<file path="src/kmac_pkg.sv">
package kmac_pkg;

  localparam int unsigned DIMS_DEF       = 8;
  localparam int unsigned CENTERS_DEF    = 16;
  localparam int unsigned MAX_POINTS_DEF = 16384;
  localparam int unsigned COORD_BITS_DEF = 10;

  localparam int unsigned FRAC      = 6;
  localparam int unsigned CW        = 16;   // Q10.6 centre coordinate
  localparam int unsigned SUMW      = 24;
  localparam int unsigned CNTW      = 15;
  localparam int unsigned MEASW     = 35;
  localparam int unsigned IDW       = 4;
  localparam int unsigned INW       = 10;
  localparam int unsigned KINDW     = 2;
  localparam int unsigned NOUT_DIMS = 8;
  localparam int unsigned QW        = 32;   // quotient width of the divider
  localparam int unsigned SQW       = 32;   // one squared difference
  localparam int unsigned ACCW      = 36;   // sum of eight squares

  localparam logic [KINDW-1:0] KIND_LOAD     = 2'd0;
  localparam logic [KINDW-1:0] KIND_CLASSIFY = 2'd1;
  localparam logic [KINDW-1:0] KIND_RECENTER = 2'd2;

  localparam logic [MEASW-1:0] MEAS_MAX = {MEASW{1'b1}};

  // ripple token handed along the row of cells
  typedef struct packed {
    logic             vld;
    logic [MEASW-1:0] best;
    logic [IDW-1:0]   idx;
  } kmac_tok_t;

endpackage

</file>
<file path="src/kmac_div.sv">
// Restoring divider, one quotient bit a cycle.
module kmac_div (
  input  logic                          clk_i,
  input  logic                          rst_ni,
  input  logic                          start_i,
  input  logic [kmac_pkg::QW-1:0]       num_i,
  input  logic [kmac_pkg::CNTW-1:0]     den_i,
  output logic                          done_o,
  output logic [kmac_pkg::QW-1:0]       quo_o
);
  logic [kmac_pkg::QW-1:0]   q_q;
  logic [kmac_pkg::CNTW:0]   r_q;
  logic [kmac_pkg::CNTW-1:0] den_q;
  logic [5:0]                n_q;
  logic                      busy_q;
  logic [kmac_pkg::CNTW+1:0] t;

  assign t = {r_q, q_q[kmac_pkg::QW-1]};

  always_ff @(posedge clk_i or negedge rst_ni) begin
    if (!rst_ni) begin
      busy_q <= 1'b0;
      n_q    <= '0;
      done_o <= 1'b0;
    end else begin
      done_o <= 1'b0;
      if (start_i) begin
        busy_q <= 1'b1;
        n_q    <= 6'(kmac_pkg::QW);
      end else if (busy_q) begin
        n_q <= n_q - 1'b1;
        if (n_q == 6'd1) begin
          busy_q <= 1'b0;
          done_o <= 1'b1;
        end
      end
    end
  end

  always_ff @(posedge clk_i) begin
    if (start_i) begin
      q_q   <= num_i;
      r_q   <= '0;
      den_q <= den_i;
    end else if (busy_q) begin
      if (t >= (kmac_pkg::CNTW+2)'(den_q)) begin
        r_q <= (kmac_pkg::CNTW+1)'(t - (kmac_pkg::CNTW+2)'(den_q));
        q_q <= {q_q[kmac_pkg::QW-2:0], 1'b1};
      end else begin
        r_q <= t[kmac_pkg::CNTW:0];
        q_q <= {q_q[kmac_pkg::QW-2:0], 1'b0};
      end
    end
  end

  assign quo_o = q_q;
endmodule

</file>
<file path="config.mk">
export PLATFORM = sky130hd
export DESIGN_NAME = kmac_div
export DESIGN_NICKNAME = d
export VERILOG_FILES = /design/src/kmac_pkg.sv /design/src/kmac_div.sv
export SDC_FILE = /design/constraint.sdc
export NUM_CORES = 1
export LEC_CHECK = 0
export ABC_CLOCK_PERIOD_IN_PS = 2600
export BUFFER_PORTS_ARGS = -buffer_cell sky130_fd_sc_hd__buf_2
export CORE_MARGIN = 2
export CORE_UTILIZATION = 51
export CTS_BUF_LIST = sky130_fd_sc_hd__clkbuf_8
export DETAILED_ROUTE_END_ITERATION = 6
export PLACE_DENSITY = 0.85
export SETUP_SLACK_MARGIN = 0.05
export SYNTH_ARGS = -nofsm -noshare
export SYNTH_HDL_FRONTEND = slang
export SYNTH_SLANG_ARGS = --single-unit
</file>
<file path="constraint.sdc">
create_clock -name clk_i -period 2.6 [get_ports clk_i]
set_clock_uncertainty 0.15 [all_clocks]
set_input_delay 0.65 -clock clk_i [delete_from_list [all_inputs] [get_ports clk_i]]
set_output_delay 0.65 -clock clk_i [all_outputs]
set_load 0.05 [all_outputs]
</file>
==> run metrics <==
Post-synth EDFFs=between 40 and 50; Relative slew margins=approximately 54%; utilization after layout=66.8%; chip width=89.5 um; initial antenna violation count=0; sequential area share after synthesis=51.8%; Post-Synthesis Cells=323; Power, Total=about 5.2 mW; Critical Path End Type=flop; Setup WS pre-CTS=approximately 0.0027 ns; WL met3=roughly 420 um; Num CTS Buffers=9; largest area contributor in the netlist=edfxtp_1; I/O pin count=83; WS Path Type=flop to flop; GRT Util Overall=21.4%; slowest cell on the critical path=edfxtp_1; H-Tree Depth=3; global-route wire length before repair=roughly 13,000 um; Initial Utilization=a little over half; Worst-path clk slew=about 0.080 ns; global placer's final weighted congestion=between 0.9 and 1; clock latency on the worst-skew pair=approximately 0.36 ns; maxcap violations=0; Post-synth ARST share=a little under an eighth; via/cell ratio=between 5 and 6; Most used DFF post-synth=edfxtp_1; Die Y=approximately 90 um; Area growth syn-to-layout=28.5%; CORE AREA=roughly 7200 sq um; highest-count cells in the layout ignoring fill and taps=82 x buf_2, 47 x edfxtp_1, 32 x mux2_2; pwr/cell area=between 1000 and 1500 nW/um^2; crit start category=flop; Cell Area, Placed=approximately 4300 sq um; status=complete, no violations; DRT Pass-1 Iters=6; post-synthesis cell type count=53; Area contributors post-synth=edfxtp_1 38%, mux2_2 9.7%, dfxtp_1 8.6%; largest stage delay on the critical path=between 0.4 and 0.5 ns; Worst Tran Pin Value=just under 0.7 ns; final wirelength=slightly below 9000 um; Rows=31; critical path data arrival time=approximately 2.7 ns; design area=around 4800 sq um; cell area after synthesis=around 3700 sq um; PortBufs=between 80 and 90; DR iter-0 viols=300; post-route ant nets=0; largest net degree at the start of global routing=46; worst-path fanout max=5; max frequency=0.390 GHz; CTS tree=built; Hold Fails Final Rpt=0; clk sink count=just over 70; Final WS setup=0.0326 ns; die area=8020 sq um; Longest Clk Path Bufs=2; static leakage=a little over 2 nW; top-area cell type share of the netlist area=37.8%; met2 wire length=roughly 4700 um; hpwl dp=5290 um; met1 WL=about 3500 um; # setup viols final=0; DR WL/cell=16.7 um; final period utilization=a little over nine tenths; Congestion Overflow GR=0; fin nets=just under 500; Synthesis Warnings=0; share of cells above drive strength 1=44.2%; Yosys reg bits=71; Worst VDD drop=0.000501 V; Antenna Cells=0; via count=2,933; worst-path cell chain=ha_4 -> buf_4 -> nor2b_4 -> o2111ai_4 -> a21oi_4 -> o311ai_4 -> and2_4 -> or3_4 -> a311oi_2; Net Count, Synth=between 300 and 400; worst hold path class=input port to flop; pins over their slew limit=0; clock period minus worst slack=2.57 ns; RSZ-0062 raised after global routing=yes; commonest non-fill, non-tap cell in the layout=buf_2; root buf cell=clkbuf_8; Post-Syn Area per Cell=between 10 and 15 sq um; CP required=~2.7 ns; vias in the first global route=between 2,000 and 3,000; DRC=0; uppermost routed layer=met4
## sequential cells by signal (all words and copies together) (netlist names)
signal / cells
busy_q: 1
den_q: 15
done_o: 1
quo_o: 32
n_q: 6
r_q: 16
## synthesized netlist by cell type, types with 2 or more instances
cell type  count
edfxtp_1      47
mux2_2        32
nor2_1        30
nand2_1       28
inv_1         20
ha_1          17
dfxtp_1       16
a21oi_1       15
xnor2_1       13
clkbuf_1       8
dfrtp_1        8
nor3_1         7
a311oi_2       6
o21a_1         5
a311oi_1       4
a211oi_1       3
and3_1         3
buf_1          3
nor2b_1        3
nor3b_1        3
nor4_1         3
o21ai_0        3
o31ai_1        3
or3_1          3
a21boi_0       2
a21o_1         2
and2_1         2
buf_8          2
nand2b_1       2
nand3_1        2
nand4_1        2
nor4b_1        2
o2111ai_1      2
o21ai_1        2
o21bai_1       2
## worst paths after layout
check	start	end	slack (ns)	cells past startpoint
max	den_q[0]	r_q[6]	0.03	9
min	den_i[1]	den_q[1]	0.31	1
max reg2reg	den_q[0]	r_q[6]	0.03	9
min reg2reg	r_q[11]	r_q[11]	0.35	2
max in group asynchronous	rst_ni	done_o	1.61	2
min in group asynchronous	rst_ni	n_q[1]	0.52	2
## power by group
group / switching [mW] / total, mW / internal, mW
clock: 0.454 / 1.01 / 0.551
sequential: 0.180 / 1.64 / 1.46
combinational: 1.41 / 2.53 / 1.12
total: 2.04 / 5.18 / 3.14
## per-layer routing
layer,vias up,global-route usage [%]
met2,115,36.6
li1,1383,-
met5,-,0
met1,1407,24.7
met4,0,9.50
met3,28,6.56
## critical path: cells and delay by family, from the launching register on
kind                     cells  cell delay (ns)
AO/OA/AOI/OAI                4             0.78
AND/OR/NAND/NOR              3             0.76
flip-flops                   1             0.44
adder cells (fa/ha/maj)      1             0.20
buffers and inverters        1             0.13
## per-stage QoR
step                      hold slack, ns  instances  setup TNS, ns
after floorplan                    0.204        323         -0.140
after global placement             0.331        499              0
after detailed placement           0.347        499              0
after CTS                          0.301        520              0
after global routing               0.297        529         -0.296
final                              0.313        529              0
## logic make-up (layout without fill, tap and decap cells)
logic type               Yosys count  in the layout  synth area share, %
adder cells (fa/ha/maj)           18             18                 6.24
multiplexers                      33             33                 9.92
XOR/XNOR                          14             14                 3.29
buffers and inverters             35            141                 4.26
AO/OA/AOI/OAI                     57             57                 12.0
AND/OR/NAND/NOR                   95             96                 12.5
flip-flops                        71             71                 51.8
## repair_timing
action,in CTS,in global routing
hold buffers,1,0
hold endpoints to repair,8,0
cloned,0,1
buffers inserted,4,8
resized for setup,5,28
pin swaps,2,14
endpoints found under the setup margin,5,14
## layout make-up
type                       instances  area, sq um
fill                             512         2380
sequential                        71         1930
multi-input combinational        218         1850
timing repair buffer             105          589
clock buffer                       9          124
tap                               99          124
clock inverter                     7          103
inverter                          20         78.8
(Power assumes the default switching activity.)
